### src/hdl/tcw_pkg.sv
// Text console writer: shared types, command codes and character constants.
// Used by every module of the block but tcw_ram; depends on nothing else.
`default_nettype none

package tcw_pkg;

   // Wide enough for any cell index or count up to the largest supported buffer.
   localparam int IDX_W = 17;

   localparam int TAB_STEP = 8;

   localparam logic [2:0] CMD_PRINT      = 3'd0;
   localparam logic [2:0] CMD_PRINT_AT   = 3'd1;
   localparam logic [2:0] CMD_SET_CURSOR = 3'd2;
   localparam logic [2:0] CMD_CLEAR      = 3'd3;
   localparam logic [2:0] CMD_READ       = 3'd4;

   localparam logic [0:0] CSR_COLUMNS = 1'b0;
   localparam logic [0:0] CSR_LINES   = 1'b1;

   localparam logic [7:0] CHR_NL    = 8'h0A;
   localparam logic [7:0] CHR_CR    = 8'h0D;
   localparam logic [7:0] CHR_TAB   = 8'h09;
   localparam logic [7:0] CHR_BS    = 8'h08;
   localparam logic [7:0] CHR_BLANK = 8'h20;

   localparam logic [15:0] RESET_CELL    = 16'h0720;
   localparam logic [7:0]  RESET_COLOR   = 8'h07;
   localparam logic [7:0]  RESET_COLUMNS = 8'd80;
   localparam logic [5:0]  RESET_LINES   = 6'd25;

   typedef struct packed {
      logic [2:0]  command;
      logic [7:0]  character;
      logic [7:0]  attribute;
      logic [7:0]  col;
      logic [7:0]  row;
      logic [11:0] cell_index;
   } req_type;

   typedef struct packed {
      logic [11:0] cursor_offset;
      logic [15:0] cell_value;
   } rsp_type;

   typedef struct packed {
      logic             busy;
      logic [7:0]       cols;
      logic [5:0]       lines;
      logic [IDX_W-1:0] area;
   } geom_type;

endpackage

`default_nettype wire

### src/hdl/tcw_geom.sv
// Configuration registers and effective screen geometry (columns, lines, area).
// Depends on tcw_pkg.
`default_nettype none

module tcw_geom #(
   parameter int MAX_CELLS = 4096
) (
   input  wire logic             clock,
   input  wire logic             reset,
   input  wire logic             csr_we,
   input  wire logic [0:0]       csr_index,
   input  wire logic [7:0]       csr_wdata,
   output tcw_pkg::geom_type     geom
);

   import tcw_pkg::*;

   localparam logic [IDX_W-1:0] MAX_LIM = IDX_W'(MAX_CELLS);

   logic [7:0]       columns_ff, columns_in;
   logic [5:0]       lines_ff, lines_in;
   logic             recalc_ff, recalc_in;
   logic             check_ff, check_in;
   logic [7:0]       eff_cols_ff, eff_cols_in;
   logic [5:0]       eff_lines_ff, eff_lines_in;
   logic [IDX_W-1:0] area_ff, area_in;

   logic [7:0]       cols_nz, cols_lim;
   logic [5:0]       lines_nz;
   logic [IDX_W-1:0] prod;

   assign cols_nz  = (columns_ff == 8'd0) ? 8'd1 : columns_ff;
   assign cols_lim = (IDX_W'(cols_nz) > MAX_LIM) ? MAX_LIM[7:0] : cols_nz;
   assign lines_nz = (lines_ff == 6'd0) ? 6'd1 : lines_ff;
   assign prod     = IDX_W'(eff_cols_ff) * IDX_W'(eff_lines_ff);

   // The line count steps down until the screen fits in the buffer, which lands on
   // the largest count whose area does not exceed the capacity.
   always_comb begin
      columns_in   = columns_ff;
      lines_in     = lines_ff;
      recalc_in    = recalc_ff;
      check_in     = check_ff;
      eff_cols_in  = eff_cols_ff;
      eff_lines_in = eff_lines_ff;
      area_in      = area_ff;
      if (csr_we) begin
         case (csr_index)
            CSR_COLUMNS: columns_in = csr_wdata;
            CSR_LINES:   lines_in   = csr_wdata[5:0];
            default:     columns_in = columns_ff;
         endcase
         recalc_in = 1'b1;
         check_in  = 1'b0;
      end else if (recalc_ff) begin
         eff_cols_in  = cols_lim;
         eff_lines_in = lines_nz;
         recalc_in    = 1'b0;
         check_in     = 1'b1;
      end else if (check_ff) begin
         if (prod > MAX_LIM) begin
            eff_lines_in = eff_lines_ff - 6'd1;
         end else begin
            area_in  = prod;
            check_in = 1'b0;
         end
      end
   end

   always_ff @(posedge clock) begin
      if (reset) begin
         columns_ff   <= RESET_COLUMNS;
         lines_ff     <= RESET_LINES;
         recalc_ff    <= 1'b1;
         check_ff     <= 1'b0;
         eff_cols_ff  <= 8'd1;
         eff_lines_ff <= 6'd1;
         area_ff      <= IDX_W'(1);
      end else begin
         columns_ff   <= columns_in;
         lines_ff     <= lines_in;
         recalc_ff    <= recalc_in;
         check_ff     <= check_in;
         eff_cols_ff  <= eff_cols_in;
         eff_lines_ff <= eff_lines_in;
         area_ff      <= area_in;
      end
   end

   assign geom.busy  = csr_we | recalc_ff | check_ff;
   assign geom.cols  = eff_cols_ff;
   assign geom.lines = eff_lines_ff;
   assign geom.area  = area_ff;

endmodule

`default_nettype wire

### config.mk
export PLATFORM = sky130hd
export DESIGN_NAME = tcw_geom
export DESIGN_NICKNAME = d
export VERILOG_FILES = /design/src/hdl/tcw_pkg.sv /design/src/hdl/tcw_geom.sv
export SDC_FILE = /design/constraint.sdc
export NUM_CORES = 1
export LEC_CHECK = 0
export ABC_AREA = 1
export BUFFER_PORTS_ARGS = -buffer_cell sky130_fd_sc_hd__buf_4
export CORE_UTILIZATION = 25
export DETAILED_ROUTE_END_ITERATION = 16
export GPL_ROUTABILITY_DRIVEN = 0
export MAX_ROUTING_LAYER = met4
export SLEW_MARGIN = 20
export SYNTH_ARGS = -nofsm -noshare
export SYNTH_HDL_FRONTEND = slang
export SYNTH_SLANG_ARGS = --single-unit
### constraint.sdc
create_clock -name clock -period 8.9 [get_ports clock]
set_clock_uncertainty 0.15 [all_clocks]
set_input_delay 0.89 -clock clock [delete_from_list [all_inputs] [get_ports clock]]
set_output_delay 0.89 -clock clock [all_outputs]
set_load 0.005 [all_outputs]
; After elaboration in Yosys (flattened, before gate mapping)
; Cells that the tools add are included.
[op_classes]
magnitude_cmp = 1
n_div = 0
bitwise = 6
n_shift = 0
n_eq_ne = 0
reduce_logical = 10
addsub = 1
multipliers = 1
mux = 9
[ops]
columns = op, n
row1 = two-way mux 6 bit, 4
row2 = > comparator 14 x 13 -> 1 bit (second input constant), 1
row3 = multiplier 8 x 6 -> 14 bit, 1
row4 = zero test 8 bit, 1
row5 = two-way mux 8 bit, 1
row6 = zero test 6 bit, 1
row7 = AND reduction 2 bit, 3
row8 = subtractor 6 x 1 -> 6 bit (second input constant), 1
row9 = two-way mux 1 bit, 4
row10 = NOT 1 bit, 4
row11 = AND reduction 4 bit, 1
row12 = nonzero test 2 bit, 2
row13 = AND reduction 3 bit, 1
row14 = bitwise OR 1 bit, 2
row15 = OR reduction 2 bit, 1
[word_totals]
mem_bits_rw = 0
inputBits = 12
register_bits = 44
mem_bits_ro = 0
latchBits = 0
out_inout_bits = 32
memories = 0

; Longest topological paths before layout
[depth]
depth_word = 5
ltp_mapped = 24

; Worst setup path after synthesis
; OpenSTA, ideal clock, no wires.
[synth_timing]
path_kind = register to register
startpoint = reg eff_lines_ff[3]
endpoint = reg area_ff[4]
synth_period_minus_slack_ns = 4.029
arrival_ns = 3.766
path_slack_ns = 4.871
stages_incl_launch_ff = 23
path_cell_list = dfxtp_1 -> clkbuf_1 -> nand2_1 -> inv_1 -> fa_1 -> fa_1 -> inv_1 -> fa_1 -> inv_1 -> ha_1 -> nand2_1 -> nand2_1 -> a21oi_1 -> nand2_1 -> nand2_1 -> nand2_1 -> nor2_1 -> nand2_1 -> nand2_2 -> nand3_4 -> buf_4 -> nor2_1 -> nor2_1
[synth_between]
elab_chain_len = 4
[synth_rtl]
columns = item, line_no
row1 = "start, declared", tcw_geom.sv:25  ; logic [5:0] eff_lines_ff, eff_lines_in;
row2 = "start signal, assigned", tcw_geom.sv:85  ; eff_lines_ff <= eff_lines_in;
row3 = multiplier 8 x 6 -> 14 bit *, tcw_geom.sv:35  ; assign prod = IDX_W'(eff_cols_ff) * IDX_W'(eff_lines_ff);
row4 = > comparator 14 x 13 -> 1 bit, tcw_geom.sv:61  ; if (prod > MAX_LIM) begin
row5 = NOT 1 bit (no source line), -
row6 = AND reduction 4 bit (no source line), -
row7 = "end signal, assigned", tcw_geom.sv:86  ; area_ff <= area_in;
row8 = "end, declared", tcw_geom.sv:26  ; logic [IDX_W-1:0] area_ff, area_in;
; Every way passes the cells marked *; elsewhere a longest branch is shown, timed or not.
; A chain may end at the register's enable or synchronous reset.

; Worst setup path after layout
[layout_timing]
startpoint = reg eff_lines_ff[4]
endpoint = reg area_ff[8]
; The elaborated chain is that of the path after synthesis.

==> impl_results.md <==
* Commonest non-fill, non-tap cell in the layout: nand2_1
* CP most frequent cell: nand2_1
* Filler cells at 1,522
* Fin crit period at 4470 ps
* Sequential cell area at 881 µm²
* Via count at 2,970
* Share of cells above drive strength 1 at 0.115
* Area Growth Syn to Fin at 17.6%
* Crit path launch type: register
* Total Nets Final at 607
* Buf/Inv on CP at 3
* DIE WIDTH at 121 µm
* Final Cycle Share at 0.502
* Hold Path Class: reg -> reg
* Post-synth top flop: dfxtp_1
* Synth Area per Inst at 6.83 µm²
* Hold EP: area_ff[0]
* Most frequent cells in the layout: 137 x nand2_1, 111 x inv_1, 62 x nor2_1
* Final Max Slew Viols at 0
* Final Power at 0.592 mW
* Reg-to-Reg Start: eff_lines_ff[4]
* CP cell instances: nand2_1 > inv_1 > fa_1 > fa_1 > inv_1 > fa_1 > inv_1 > ha_1 > nand2_1 > nand2_1 > a21oi_1 > nand2_1 > nand2_1 > nand2_1 > nor2_1 > nand2_1 > nand2_2 > nand3_4 > a21oi_1 > nor2_1
* Seq cells post-synth at 44
* Initial Util at 0.255
* Mapped Cells at 516
* Number of setup buffers added after CTS at 0
* Final HPWL DP at 6.09 mm
* Top cell family by delay on the critical path: adder cells
* Synth top area share at 0.250
* CTS buffer count at 5
* Largest net degree at the start of global routing at 43
* Synth warn at 0
* Synthesized cell area at 0.00352 mm²
* Synth area leaders: dfxtp_1 25%, nand2_1 15%, fa_1 14%
* Reg2reg setup slack at 4430 ps
* First-pass GRT wire length at 13.2 mm
* Clk Tree Root Cell: clkbuf_16
* CP Max Fanout at 26
* Distinct cell type count after synthesis at 35
* Post-Route WL at 7.77 mm
* I/O pin total at 44
* Sequential area share after synthesis at 0.250
* Routed WL per cell at 10.7 µm
* Max_slew headroom at 0.548
* Unrepaired setup endpoints after global routing: no
* # H-tree levels at 2
* I/O Buffers at 40
* Clk_lat worst skew at 290 ps
* Worst Reg-to-Reg Cells at 20
* DRC viols at 0
* Die footprint at 0.0146 mm²
* Multi-input logic area at 0.00213 mm²
* # Max-Cap Violations at 0
* Clock Tree Buf Depth at 2
* Worst Setup End Kind: register
* Worst r2r dst: area_ff[8]
* Leakage Power at 2.41 nW
* Setup Total Neg Slack at 0 ps
* CTS clock-pin slew for the worst setup and hold paths at 60 ps
* Congestion Overflow GR at 0
* Placeable Area at 0.0138 mm²
* Die Y at 121 µm
* Worst-Margin Slew at 677 ps
* CTS tree: built
* Crit Path Class: reg -> reg
* DR iter-0 viols at 173
* # rows at 43
* Fraction of registers with async set or reset after synthesis at 0
* Cts repair resizes at 0
* Arrival time at the worst endpoint at 4500 ps
* Fmax at 224 MHz
* Antenna violations before repair at 0
* Hold_buf cts at 0
* Post-synth EDFFs at 0
* WP data required at 8930 ps
* Hold_ws at 310 ps
* HP Start: area_ff[0]
* CP Depth at 20
* Routed Antenna Nets at 0
* Worst path slowest cell: dfxtp_1
* Clk sinks at 44
* Max VDD drop at 0.110 mV
* Fin. Hold Viols at 0
* Hold Crit Depth at 2
* Post-synth top area cell: dfxtp_1
* GRT Total Usage at 0.116
* Setup Viol. Count Final at 0
* N_diodes at 0
* Routed vias/inst at 4.09
* P per Cell Area at 143 mW/mm²
* CP max stage delay at 640 ps
* First-pass iteration count of the detailed router at 4
* Vias in the first global route at 2,810
* Status: finished, final reports clean
## state kept, by name, summed over array words and instances (netlist names)
| name | cells |
|---|---|
| columns_ff | 8 |
| lines_ff | 6 |
| area_ff | 14 |
| check_ff | 1 |
| eff_cols_ff | 8 |
| eff_lines_ff | 6 |
| recalc_ff | 1 |
## layer usage
metal  global-route usage  vias up  share of wire  wire length [µm]
met5                    -        -              0                 0
met2                0.185       58           0.44              3460
met4               0.0185        0         0.0046                36
li1                     -     1595              -                 -
met1                0.156     1312           0.51              3940
met3               0.0226        5          0.044               338
## kinds of logic after synthesis
family          Yosys count  share of synthesized area
fa+ha+maj                48                      0.224
compound gates           46                     0.0728
simple gates            238                      0.281
xor+xnor                  6                     0.0170
other cells               1                    0.00106
flops                    44                      0.250
buf+inv                 131                      0.148
mux                       2                    0.00568
## power breakdown
part           total [mW]  switching [mW]  leakage (nW)  internal, mW
combinational       0.127          0.0746          1.96        0.0520
sequential          0.227          0.0196         0.361         0.208
clock               0.238          0.0788        0.0899         0.159
total               0.592           0.173          2.41         0.419
## cells in the mapped netlist, drive strengths merged, types with 6 or more instances
| master | n |
|---|---|
| nand2 | 145 |
| ha | 23 |
| nor2 | 64 |
| a21oi | 19 |
| clkbuf | 12 |
| inv | 112 |
| nand3 | 21 |
| buf | 6 |
| dfxtp | 44 |
| fa | 25 |
| o21ai | 18 |
## through the flow
stage               worst slack, ps  instances  cell area [µm²]   util
finish                         4430        727             4140  0.300
global route                   4030        727             4140  0.300
CTS                            4410        727             4140  0.300
detailed placement             4430        720             3960  0.286
global placement               4440        720             3960  0.286
floorplan                      4870        518             3530      -
## cell type report
cell class	count	area share
repair buffers	40	0.0725
flip-flops and latches	44	0.213
inverters	113	0.102
multi-input cells	343	0.513
clock buffers	5	0.0302
clock inverters	2	0.0145
well taps	180	0.0544
## worst reg2reg max path, delay by kind of cell, from the launching register on
family                   cells  cell delay (ps)
adder cells (fa/ha/maj)      4             1870
AND/OR/NAND/NOR             11             1050
flip-flops                   1              640
buffers and inverters        3              190
AO/OA/AOI/OAI                2              450
## worst max-delay path by stage
stage | startpoint | endpoint | slack, ps
after floorplan | eff_lines_ff[3] | area_ff[4] | 4870
after global placement | eff_lines_ff[4] | area_ff[12] | 4440
after detailed placement | eff_lines_ff[3] | area_ff[7] | 4430
after CTS | eff_lines_ff[3] | area_ff[8] | 4410
after global routing | eff_lines_ff[3] | area_ff[12] | 4030
final | eff_lines_ff[4] | area_ff[8] | 4430
Note: power is estimated with default switching activity, not from simulation.
