$ cat src/hdl/tcw_pkg.sv
// Text console writer: shared types, command codes and character constants.
// Used by every module of the block but tcw_ram; depends on nothing else.
`default_nettype none

package tcw_pkg;

   // Wide enough for any cell index or count up to the largest supported buffer.
   localparam int IDX_W = 17;

   localparam int TAB_STEP = 8;

   localparam logic [2:0] CMD_PRINT      = 3'd0;
   localparam logic [2:0] CMD_PRINT_AT   = 3'd1;
   localparam logic [2:0] CMD_SET_CURSOR = 3'd2;
   localparam logic [2:0] CMD_CLEAR      = 3'd3;
   localparam logic [2:0] CMD_READ       = 3'd4;

   localparam logic [0:0] CSR_COLUMNS = 1'b0;
   localparam logic [0:0] CSR_LINES   = 1'b1;

   localparam logic [7:0] CHR_NL    = 8'h0A;
   localparam logic [7:0] CHR_CR    = 8'h0D;
   localparam logic [7:0] CHR_TAB   = 8'h09;
   localparam logic [7:0] CHR_BS    = 8'h08;
   localparam logic [7:0] CHR_BLANK = 8'h20;

   localparam logic [15:0] RESET_CELL    = 16'h0720;
   localparam logic [7:0]  RESET_COLOR   = 8'h07;
   localparam logic [7:0]  RESET_COLUMNS = 8'd80;
   localparam logic [5:0]  RESET_LINES   = 6'd25;

   typedef struct packed {
      logic [2:0]  command;
      logic [7:0]  character;
      logic [7:0]  attribute;
      logic [7:0]  col;
      logic [7:0]  row;
      logic [11:0] cell_index;
   } req_type;

   typedef struct packed {
      logic [11:0] cursor_offset;
      logic [15:0] cell_value;
   } rsp_type;

   typedef struct packed {
      logic             busy;
      logic [7:0]       cols;
      logic [5:0]       lines;
      logic [IDX_W-1:0] area;
   } geom_type;

endpackage

`default_nettype wire

$ cat src/hdl/tcw_ctrl.sv
// Command sequencer: cursor, colour, character writes, scroll copy, fills and reads
// of the cell memory. Depends on tcw_pkg; drives the ports of one tcw_ram.
`default_nettype none

module tcw_ctrl #(
   parameter int MAX_CELLS = 4096,
   localparam int AW = $clog2(MAX_CELLS)
) (
   input  wire logic              clock,
   input  wire logic              reset,
   input  wire logic              req_valid,
   input  wire tcw_pkg::req_type  req_data,
   output logic                   req_stall,
   input  wire tcw_pkg::geom_type geom,
   input  wire logic              out_free,
   output logic                   done,
   output tcw_pkg::rsp_type       rsp_next,
   output logic                   mem_we,
   output logic [AW-1:0]          mem_waddr,
   output logic [15:0]            mem_wdata,
   output logic                   mem_re,
   output logic [AW-1:0]          mem_raddr,
   input  wire logic [15:0]       mem_rdata
);

   import tcw_pkg::*;

   localparam logic [IDX_W-1:0] MAX_LIM = IDX_W'(MAX_CELLS);

   localparam logic [3:0] ST_IDLE   = 4'd0;
   localparam logic [3:0] ST_PRINT  = 4'd1;
   localparam logic [3:0] ST_PWRITE = 4'd2;
   localparam logic [3:0] ST_NORM1  = 4'd3;
   localparam logic [3:0] ST_NORM2  = 4'd4;
   localparam logic [3:0] ST_SCROLL = 4'd5;
   localparam logic [3:0] ST_COPY   = 4'd6;
   localparam logic [3:0] ST_FILL   = 4'd7;
   localparam logic [3:0] ST_READ1  = 4'd8;
   localparam logic [3:0] ST_READ2  = 4'd9;
   localparam logic [3:0] ST_FIN1   = 4'd10;
   localparam logic [3:0] ST_FIN2   = 4'd11;

   localparam logic [1:0] RET_IDLE = 2'd0;
   localparam logic [1:0] RET_FIN  = 2'd1;
   localparam logic [1:0] RET_NORM = 2'd2;

   logic [3:0]       state_ff, state_in;
   logic             print_pend_ff, print_pend_in;
   logic [7:0]       ch_ff, ch_in;
   logic [7:0]       attr_ff, attr_in;
   logic [11:0]      cidx_ff, cidx_in;
   logic [8:0]       x_ff, x_in;
   logic [8:0]       y_ff, y_in;
   logic [7:0]       cur_col_ff, cur_col_in;
   logic [5:0]       cur_row_ff, cur_row_in;
   logic [7:0]       color_ff, color_in;
   logic [8:0]       k_ff, k_in;
   logic [IDX_W-1:0] prod_ff, prod_in;
   logic [8:0]       wx_ff, wx_in;
   logic             wr_pend_ff, wr_pend_in;
   logic [15:0]      wword_ff, wword_in;
   logic [IDX_W-1:0] src_ff, src_in;
   logic [IDX_W-1:0] dst_ff, dst_in;
   logic [IDX_W-1:0] pdst_ff, pdst_in;
   logic             pend_ff, pend_in;
   logic [IDX_W-1:0] fill_end_ff, fill_end_in;
   logic [15:0]      fill_word_ff, fill_word_in;
   logic [1:0]       ret_ff, ret_in;
   logic [15:0]      value_ff, value_in;

   logic [7:0]       attr_eff;
   logic [8:0]       lines9;
   logic [3:0]       after_norm;
   logic [IDX_W-1:0] widx;
   logic [IDX_W-1:0] cidx_ext;
   logic [IDX_W-1:0] offset_sum;

   assign req_stall  = (state_ff != ST_IDLE) || geom.busy;
   assign attr_eff   = (req_data.attribute == 8'd0) ? color_ff : req_data.attribute;
   assign lines9     = 9'(geom.lines);
   assign after_norm = print_pend_ff ? ST_PRINT : ST_FIN1;
   assign widx       = prod_ff + IDX_W'(wx_ff);
   assign cidx_ext   = IDX_W'(cidx_ff);
   assign offset_sum = prod_ff + IDX_W'(cur_col_ff);

   always_comb begin
      state_in      = state_ff;
      print_pend_in = print_pend_ff;
      ch_in         = ch_ff;
      attr_in       = attr_ff;
      cidx_in       = cidx_ff;
      x_in          = x_ff;
      y_in          = y_ff;
      cur_col_in    = cur_col_ff;
      cur_row_in    = cur_row_ff;
      color_in      = color_ff;
      k_in          = k_ff;
      prod_in       = prod_ff;
      wx_in         = wx_ff;
      wr_pend_in    = wr_pend_ff;
      wword_in      = wword_ff;
      src_in        = src_ff;
      dst_in        = dst_ff;
      pdst_in       = pdst_ff;
      pend_in       = pend_ff;
      fill_end_in   = fill_end_ff;
      fill_word_in  = fill_word_ff;
      ret_in        = ret_ff;
      value_in      = value_ff;
      mem_we        = 1'b0;
      mem_waddr     = '0;
      mem_wdata     = '0;
      mem_re        = 1'b0;
      mem_raddr     = '0;
      done          = 1'b0;
      rsp_next.cursor_offset = offset_sum[11:0];
      rsp_next.cell_value    = value_ff;

      case (state_ff)
         ST_IDLE: begin
            if (req_valid && !req_stall) begin
               ch_in         = req_data.character;
               attr_in       = attr_eff;
               cidx_in       = req_data.cell_index;
               value_in      = 16'd0;
               print_pend_in = 1'b0;
               case (req_data.command)
                  CMD_PRINT: begin
                     x_in     = 9'(cur_col_ff);
                     y_in     = 9'(cur_row_ff);
                     state_in = ST_PRINT;
                  end
                  CMD_PRINT_AT: begin
                     x_in          = 9'(req_data.col);
                     y_in          = 9'(req_data.row);
                     print_pend_in = 1'b1;
                     state_in      = ST_NORM1;
                  end
                  CMD_SET_CURSOR: begin
                     x_in     = 9'(req_data.col);
                     y_in     = 9'(req_data.row);
                     state_in = ST_NORM1;
                  end
                  CMD_CLEAR: begin
                     color_in     = attr_eff;
                     cur_col_in   = 8'd0;
                     cur_row_in   = 6'd0;
                     dst_in       = '0;
                     fill_end_in  = geom.area;
                     fill_word_in = {attr_eff, CHR_BLANK};
                     ret_in       = RET_FIN;
                     state_in     = ST_FILL;
                  end
                  CMD_READ: begin
                     state_in = ST_READ1;
                  end
                  default: begin
                     state_in = ST_FIN1;
                  end
               endcase
            end
         end

         ST_PRINT: begin
            print_pend_in = 1'b0;
            wx_in         = x_ff;
            wr_pend_in    = 1'b0;
            wword_in      = {attr_ff, ch_ff};
            prod_in       = IDX_W'(y_ff) * IDX_W'(geom.cols);
            if (ch_ff == CHR_NL) begin
               x_in = 9'd0;
               y_in = y_ff + 9'd1;
            end else if (ch_ff == CHR_CR) begin
               x_in = 9'd0;
            end else if (ch_ff == CHR_TAB) begin
               x_in = (x_ff + 9'(TAB_STEP)) & ~9'(TAB_STEP - 1);
            end else if (ch_ff == CHR_BS) begin
               // Backspace blanks the cell it lands on, or the first cell of the line.
               if (x_ff != 9'd0) begin
                  x_in  = x_ff - 9'd1;
                  wx_in = x_ff - 9'd1;
               end
               wr_pend_in = 1'b1;
               wword_in   = {attr_ff, CHR_BLANK};
            end else if (ch_ff >= CHR_BLANK && !ch_ff[7]) begin
               wr_pend_in = 1'b1;
               x_in       = x_ff + 9'd1;
            end
            state_in = ST_PWRITE;
         end

         ST_PWRITE: begin
            // A cursor left stale by a geometry change may point outside the buffer.
            if (wr_pend_ff && (widx < MAX_LIM)) begin
               mem_we    = 1'b1;
               mem_waddr = widx[AW-1:0];
               mem_wdata = wword_ff;
            end
            state_in = ST_NORM1;
         end

         ST_NORM1: begin
            if (x_ff >= 9'(geom.cols)) begin
               x_in = 9'd0;
               y_in = y_ff + 9'd1;
            end
            state_in = ST_NORM2;
         end

         ST_NORM2: begin
            cur_col_in = x_ff[7:0];
            if (y_ff >= lines9) begin
               k_in       = y_ff - lines9 + 9'd1;
               y_in       = lines9 - 9'd1;
               cur_row_in = geom.lines - 6'd1;
               state_in   = ST_SCROLL;
            end else begin
               cur_row_in = y_ff[5:0];
               state_in   = after_norm;
            end
         end

         ST_SCROLL: begin
            // Copy starts k lines down; scrolling a whole screen or more copies nothing.
            if (k_ff < lines9) begin
               src_in = IDX_W'(k_ff) * IDX_W'(geom.cols);
            end else begin
               src_in = geom.area;
            end
            dst_in       = '0;
            pend_in      = 1'b0;
            fill_end_in  = geom.area;
            fill_word_in = {color_ff, CHR_BLANK};
            ret_in       = RET_NORM;
            state_in     = ST_COPY;
         end

         ST_COPY: begin
            if (pend_ff) begin
               mem_we    = 1'b1;
               mem_waddr = pdst_ff[AW-1:0];
               mem_wdata = mem_rdata;
            end
            if (src_ff < fill_end_ff) begin
               mem_re    = 1'b1;
               mem_raddr = src_ff[AW-1:0];
               pdst_in   = dst_ff;
               pend_in   = 1'b1;
               src_in    = src_ff + IDX_W'(1);
               dst_in    = dst_ff + IDX_W'(1);
            end else begin
               pend_in  = 1'b0;
               state_in = ST_FILL;
            end
         end

         ST_FILL: begin
            if (dst_ff < fill_end_ff) begin
               mem_we    = 1'b1;
               mem_waddr = dst_ff[AW-1:0];
               mem_wdata = fill_word_ff;
               dst_in    = dst_ff + IDX_W'(1);
            end else begin
               case (ret_ff)
                  RET_FIN:  state_in = ST_FIN1;
                  RET_NORM: state_in = after_norm;
                  default:  state_in = ST_IDLE;
               endcase
            end
         end

         ST_READ1: begin
            if (cidx_ext < MAX_LIM) begin
               mem_re    = 1'b1;
               mem_raddr = cidx_ext[AW-1:0];
               state_in  = ST_READ2;
            end else begin
               state_in = ST_FIN1;
            end
         end

         ST_READ2: begin
            value_in = mem_rdata;
            state_in = ST_FIN1;
         end

         ST_FIN1: begin
            prod_in  = IDX_W'(cur_row_ff) * IDX_W'(geom.cols);
            state_in = ST_FIN2;
         end

         ST_FIN2: begin
            if (out_free) begin
               done     = 1'b1;
               state_in = ST_IDLE;
            end
         end

         default: begin
            state_in = ST_IDLE;
         end
      endcase
   end

   always_ff @(posedge clock) begin
      if (reset) begin
         // After reset the whole buffer is filled with blank cells before any item.
         state_ff      <= ST_FILL;
         dst_ff        <= '0;
         fill_end_ff   <= MAX_LIM;
         fill_word_ff  <= RESET_CELL;
         ret_ff        <= RET_IDLE;
         pend_ff       <= 1'b0;
         print_pend_ff <= 1'b0;
         cur_col_ff    <= 8'd0;
         cur_row_ff    <= 6'd0;
         color_ff      <= RESET_COLOR;
      end else begin
         state_ff      <= state_in;
         dst_ff        <= dst_in;
         fill_end_ff   <= fill_end_in;
         fill_word_ff  <= fill_word_in;
         ret_ff        <= ret_in;
         pend_ff       <= pend_in;
         print_pend_ff <= print_pend_in;
         cur_col_ff    <= cur_col_in;
         cur_row_ff    <= cur_row_in;
         color_ff      <= color_in;
      end
      ch_ff      <= ch_in;
      attr_ff    <= attr_in;
      cidx_ff    <= cidx_in;
      x_ff       <= x_in;
      y_ff       <= y_in;
      k_ff       <= k_in;
      prod_ff    <= prod_in;
      wx_ff      <= wx_in;
      wr_pend_ff <= wr_pend_in;
      wword_ff   <= wword_in;
      src_ff     <= src_in;
      pdst_ff    <= pdst_in;
      value_ff   <= value_in;
   end

endmodule

`default_nettype wire

$ cat config.mk
export PLATFORM = sky130hd
export DESIGN_NAME = tcw_ctrl
export DESIGN_NICKNAME = d
export VERILOG_FILES = /design/src/hdl/tcw_pkg.sv /design/src/hdl/tcw_ctrl.sv
export SDC_FILE = /design/constraint.sdc
export NUM_CORES = 1
export LEC_CHECK = 0
export ABC_CLOCK_PERIOD_IN_PS = 5300
export BUFFER_PORTS_ARGS = -buffer_cell sky130_fd_sc_hd__buf_2
export CORE_MARGIN = 2
export CORE_UTILIZATION = 40
export CTS_CLUSTER_SIZE = 24
export DETAILED_ROUTE_END_ITERATION = 6
export HOLD_SLACK_MARGIN = 0.12
export SLEW_MARGIN = 40
export SYNTH_ARGS = -nofsm -noshare
export SYNTH_HDL_FRONTEND = slang
export SYNTH_SLANG_ARGS = --single-unit
export TNS_END_PERCENT = 100
$ cat constraint.sdc
create_clock -name clock -period 5.3 [get_ports clock]
set_clock_uncertainty 0.15 [all_clocks]
set_input_delay 0.795 -clock clock [delete_from_list [all_inputs] [get_ports clock]]
set_output_delay 0.795 -clock clock [all_outputs]
set_load 0.01 [all_outputs]
Word level (Yosys, flattened, before mapping)
Index checks and enable logic that the tools add are counted.
Operators by class
  $add $sub $neg: 12
  $mul: 3
  order comparisons: 8
  eq/ne operators: 33
  multiplexer cells: 88
  reduce and logical (&&, ||, !) cells: 35
Operators by type and width (number)
  $mux W9: 16
  $mux W17: 8
  $pmux W17 S2: 3
  $mux W16: 6
  $pmux W17 S4: 1
  $pmux W16 S2: 2
  $mux W12: 5
  $mux W8: 7
  $pmux W16 S3: 1
  $pmux W4 S12: 1
  $pmux W12 S3: 1
  $pmux W9 S2: 2
  $pmux W9 S4: 1
  $add A17 B1 Y17 const B: 2
  $lt A17 B17 Y1: 2
  $mul A9 B8 Y17: 2
  $eq A8 B4 Y1 const B: 4
  $add A9 B1 Y9 const B: 3
  $pmux W9 S3: 1
  $mux W4: 6
  $pmux W12 S2: 1
  $mux W6: 3
  $ne A2 B2 Y1 const B: 9
  $add A17 B9 Y17: 1
  51 further kinds: 91
Word-level totals
  register bits after elaboration: 223
  input bits: 99
  output and inout bits: 72
  logic and storage cells: 202

Longest topological paths before layout
  depth after elaboration: 8
  mapped depth: 20
  mapped depth without buffers: 19

Worst setup path before layout
No wires, ideal clock.
  path kind: input to register
  start point: in geom[30] in the netlist's numbering
  end point: reg src_ff[16] (data pin)
  setup time: 0.256 ns
  arrival time: 5.165 ns
  required time: 4.894 ns
  path slack: -0.271 ns
  stages: 16
  path buffers: 1
  cell sequence: clkbuf_1 > nand2_1 > fa_1 > fa_1 > inv_1 > fa_1 > inv_1 > fa_1 > inv_1 > ha_1 > o311ai_0 > o21ai_0 > o41ai_1 > o21ai_0 > xnor2_1 > a31o_2
Between the ends
  word-level cells in the longest chain between the ends: 3
RTL lines
  start, declared: line tcw_ctrl.sv:14  | input wire tcw_pkg::geom_type geom,
  $mul A9 B8 Y17: line tcw_ctrl.sv:226  | src_in = IDX_W'(k_ff) * IDX_W'(geom.cols);
  $mux W17: line tcw_ctrl.sv:225  | if (k_ff < lines9) begin
  $pmux W17 S2: line tcw_ctrl.sv:119  | case (state_ff)
  net src_in[16]: line tcw_ctrl.sv:62  | logic [IDX_W-1:0] src_ff, src_in;
  end signal, assigned: line tcw_ctrl.sv:340  | src_ff <= src_in;
  end, declared: line tcw_ctrl.sv:62
The timed path passes the listed nets, and every way through them passes these cells.
A chain may end at the register's enable or synchronous reset.

Final worst setup path
  start point: reg k_ff[4]
  end point: reg src_ff[15] (data pin)
Between the ends
  word-level cells in the longest chain between the ends: 3
  elaborated cells between the ends (all ways): 4
  classes of those cells: mul: 1; order compare: 1; mux: 2
RTL lines
  start, declared: line tcw_ctrl.sv:57  | logic [8:0] k_ff, k_in;
  start signal, assigned: line tcw_ctrl.sv:335  | k_ff <= k_in;
  $mul A9 B8 Y17 / $lt A9 B6 Y1 (equally long branches): line tcw_ctrl.sv:226, tcw_ctrl.sv:225
  $mux W17 *: line tcw_ctrl.sv:225
  $pmux W17 S2 *: line tcw_ctrl.sv:119
  net src_in[15]: line tcw_ctrl.sv:62
The timed path passes the listed nets; every way through them passes the cells marked *.

==> results by group <==
Power
  – Power per cell area: 443 nW/µm²
  – P_int: 5750 µW
  – Clock share of power: 18.4%
  – Worst VDD drop: 0.337 mV
  – Sw Ratio: 41.3%
  – NetSw: 4040 µW
  – Comb pwr share: 56.9%
  – Part of the power in registers: 24.7%
  – P_leak: 0.00990 µW

Clock tree
  – Clock Sinks: 215
  – Clock transition at path regs: 0.06 ns
  – Clock Latency Late Sink: 0.56 ns
  – CTS Root Cell: clkbuf_16
  – Num CTS Buffers: 25
  – H-tree depth: 1
  – Clk buf depth: 3
  – CTS tree: built

Floorplan
  – Core Region: 46700 µm²
  – IO Count: 171
  – DIE AREA: 49200 µm²
  – Die width: 222 µm
  – Initial core utilization: 40.6%
  – Row cnt: 79
  – Die Height: 222 µm

Placement
  – Final HPWL DP: 41.8 mm
  – Placed cell area: 21100 µm²
  – Gp weighted congestion: 0.872
  – Port buffer count: 170
  – Pre-CTS setup slack: -0.291 ns

Synthesis
  – Post-Synthesis Net Count: 2454
  – Synth cell types: 87
  – Sequential element share of the synthesized area: 30.2%
  – Warning count from the yosys run: 0
  – Yosys reg bits: 215
  – FFs w/ async S/R, synth: 0%
  – Number of synthesized flops with an enable pin: 143
  – Prevailing post-synth register cell: edfxtp_1
  – Cells after synthesis: 2054
  – Syn_area_per_cell: 9.23 µm²
  – Synth Cell Area: 19000 µm²

Worst setup path
  – Reg2reg start: k_ff[4]
  – Setup crit end kind: register
  – Reg-to-reg endpoint: src_ff[15]
  – Worst-path fanout max: 9
  – Critical path type: reg -> reg
  – R2R setup slack: 0.27 ns
  – CP arrival: 5.18 ns
  – Worst Path Required: 5.45 ns
  – Worst Setup Start Kind: register
  – R2R cell count: 15

Hold path
  – Hold Path End: wword_ff[9]
  – Hold Path Depth: 0
  – Hold WC Path Type: reg -> reg
  – Hold path start: attr_ff[1]

Route
  – Drt wl/cell: 17.9 µm
  – Via density: 5.33
  – First-pass iteration count of the detailed router: 7
  – DRC errors left: 33
  – ANT nets after route: 0
  – Routed Wire Length: 52.5 mm
  – Vias: 15.6k
  – First DRT Iteration DRCs: 1106

Timing
  – Worst Max-Slew Pin Slew: 0.782 ns
  – Fmax: 0.199 GHz
  – RSZ-0062 raised after global routing: no
  – Slew margin rel.: 47.7%
  – Worst Slack Setup Final: 0.267 ns
  – Fin crit share: 95.0%
  – Min Tclk post-route: 5.03 ns
  – Setup TNS: 0 ns
  – Setup violators final: 0
  – Slew Viols, Final: 0
  – Hold Slack: 0.268 ns
  – Final-report hold violation count: 0

Layout
  – Layout cells sized above 1: 17.8%
  – Commonest non-fill, non-tap cell in the layout: inv_1
  – Final nets: 2693
  – Commonest cells after routing, fill and taps aside: inv_1, nand2_1, ha_1
  – Final instance area: 22100 µm²
  – Area growth syn-to-layout: 16.5%

GRT
  – Largest net degree at the start of global routing: 61
  – Initial antenna violation count: 3
  – Vias in the first global route: 15.5k
  – Overall routing resource usage: 21.3%
  – First-pass GRT wire length: 83.6 mm
  – Gr ovfl total: 0

Run status
  – Outcome: finished, violations left
  – Failing checks: DRC

Flow run
  – Max-Cap Viols: 0
-- area by class of cell --
class                   instances  area, µm²
fillers                      4516      24600
inverters                     240        906
diodes                          4       10.0
clock inverters                13        158
repair buffers                300       1840
well taps                     607        759
clock buffers                  33        696
multi-input cells            1511      12000
flip-flops and latches        215       5740
-- cell usage after synthesis, types with 6 or more instances --
library cell,number,area (µm²)
o21a_1,13,97.6
nand3_1,43,215
o21ai_1,16,80.1
nor2b_1,23,144
xor2_1,34,298
o22ai_1,9,56.3
nand2b_1,13,81.3
o21ai_0,58,290
clkbuf_1,69,259
a21o_1,25,188
o21ai_2,11,96.3
a21oi_1,116,581
a22o_1,19,166
xnor2_1,62,543
a211oi_1,13,97.6
edfxtp_1,143,4290
mux2i_1,34,340
or2_2,12,75.1
nor3_1,35,175
or3_1,12,75.1
buf_2,12,60.1
or4_1,6,45.0
and2_1,114,713
dfxtp_1,72,1440
a31oi_1,13,81.3
inv_1,236,886
fa_1,113,2260
o211ai_1,9,67.6
nor2_1,131,492
and3_1,16,100
nand2_1,226,848
ha_1,188,2350
a22oi_1,24,180
nand4_1,17,106
-- per-layer routing --
layer,GRT usage [%],vias to the layer above,routed length [µm]
met2,35.7,516,24500
met1,28.6,7481,23200
met4,6.21,0,1500
met3,2.92,73,3330
li1,-,7510,-
met5,0,-,0
-- per-stage QoR --
| stage | power (µW) | instances | utilization [%] |
|---|---|---|---|
| floorplan | 6100 | 2054 | - |
| global placement | 7840 | 2862 | 45.3 |
| detailed placement | 7940 | 2862 | 45.3 |
| CTS | 9790 | 2908 | 47.1 |
| global route | 10700 | 2920 | 47.4 |
| finish | 9780 | 2923 | 47.4 |
-- power by group through the flow --
stage          sequential (µW)  clock (µW)  combinational [µW]
4_1_cts                   2420        1830                5540
3_5_place_dp              2450           0                5490
3_3_place_gp              2450           0                5390
5_1_grt                   2440        1900                6340
6_report                  2420        1800                5570
2_1_floorplan             2330           0                3770
-- sequential cells by signal, indices dropped and copies added, names as in the netlist --
signal	cells
ret_ff	2
pdst_ff	12
wx_ff	9
wr_pend_ff	1
cur_col_ff	8
prod_ff	17
wword_ff	16
attr_ff	8
pend_ff	1
y_ff	9
color_ff	8
k_ff	9
fill_word_ff	8
value_ff	16
fill_end_ff	17
dst_ff	17
ch_ff	8
state_ff	4
cur_row_ff	6
cidx_ff	12
print_pend_ff	1
src_ff	17
x_ff	9
-- repair_timing --
item,4_1_cts,5_1_grt
resized for setup,0,3
hold buffers,0,0
hold endpoints to repair,0,0
endpoints found under the setup margin,0,5
buffers inserted,0,10
-- cell families after synthesis --
| logic type | share of synthesized area (%) |
|---|---|
| and+or+nand+nor | 18.1 |
| muxes | 1.97 |
| DFF | 30.2 |
| AOI/OAI and AO/OA | 14.1 |
| xor gates and xnor gates | 4.43 |
| buffers and inverters | 6.86 |
| adders and majority gates | 24.3 |
-- worst max-delay path, stage by stage, from the launching register on --
cell and delay [ns]:
edfxtp_1 0.54, and2_1 0.25, fa_1 0.56, fa_1 0.45, fa_1 0.54, inv_1 0.05
fa_1 0.52, inv_1 0.04, ha_1 0.29, or2_2 0.29, a21oi_1 0.21, a211oi_1 0.09
or3_1 0.40, a21o_1 0.17, a31oi_1 0.16, o21ai_1 0.07
-- how the worst max path moves through the flow --
| stage | from | endpoint | slack [ns] | cells past startpoint |
|---|---|---|---|---|
| finish | k_ff[4] | src_ff[15] | 0.27 | 15 |
| global route | y_ff[2] | prod_ff[15] | 0.007 | 18 |
| CTS | y_ff[2] | prod_ff[16] | 0.19 | 15 |
| detailed placement | geom[27] | src_ff[16] | -0.29 | 17 |
| global placement | geom[27] | src_ff[16] | -0.23 | 17 |
| floorplan | geom[30] | src_ff[16] | 0.02 | 16 |
Note: power is estimated with default switching activity, not from simulation.
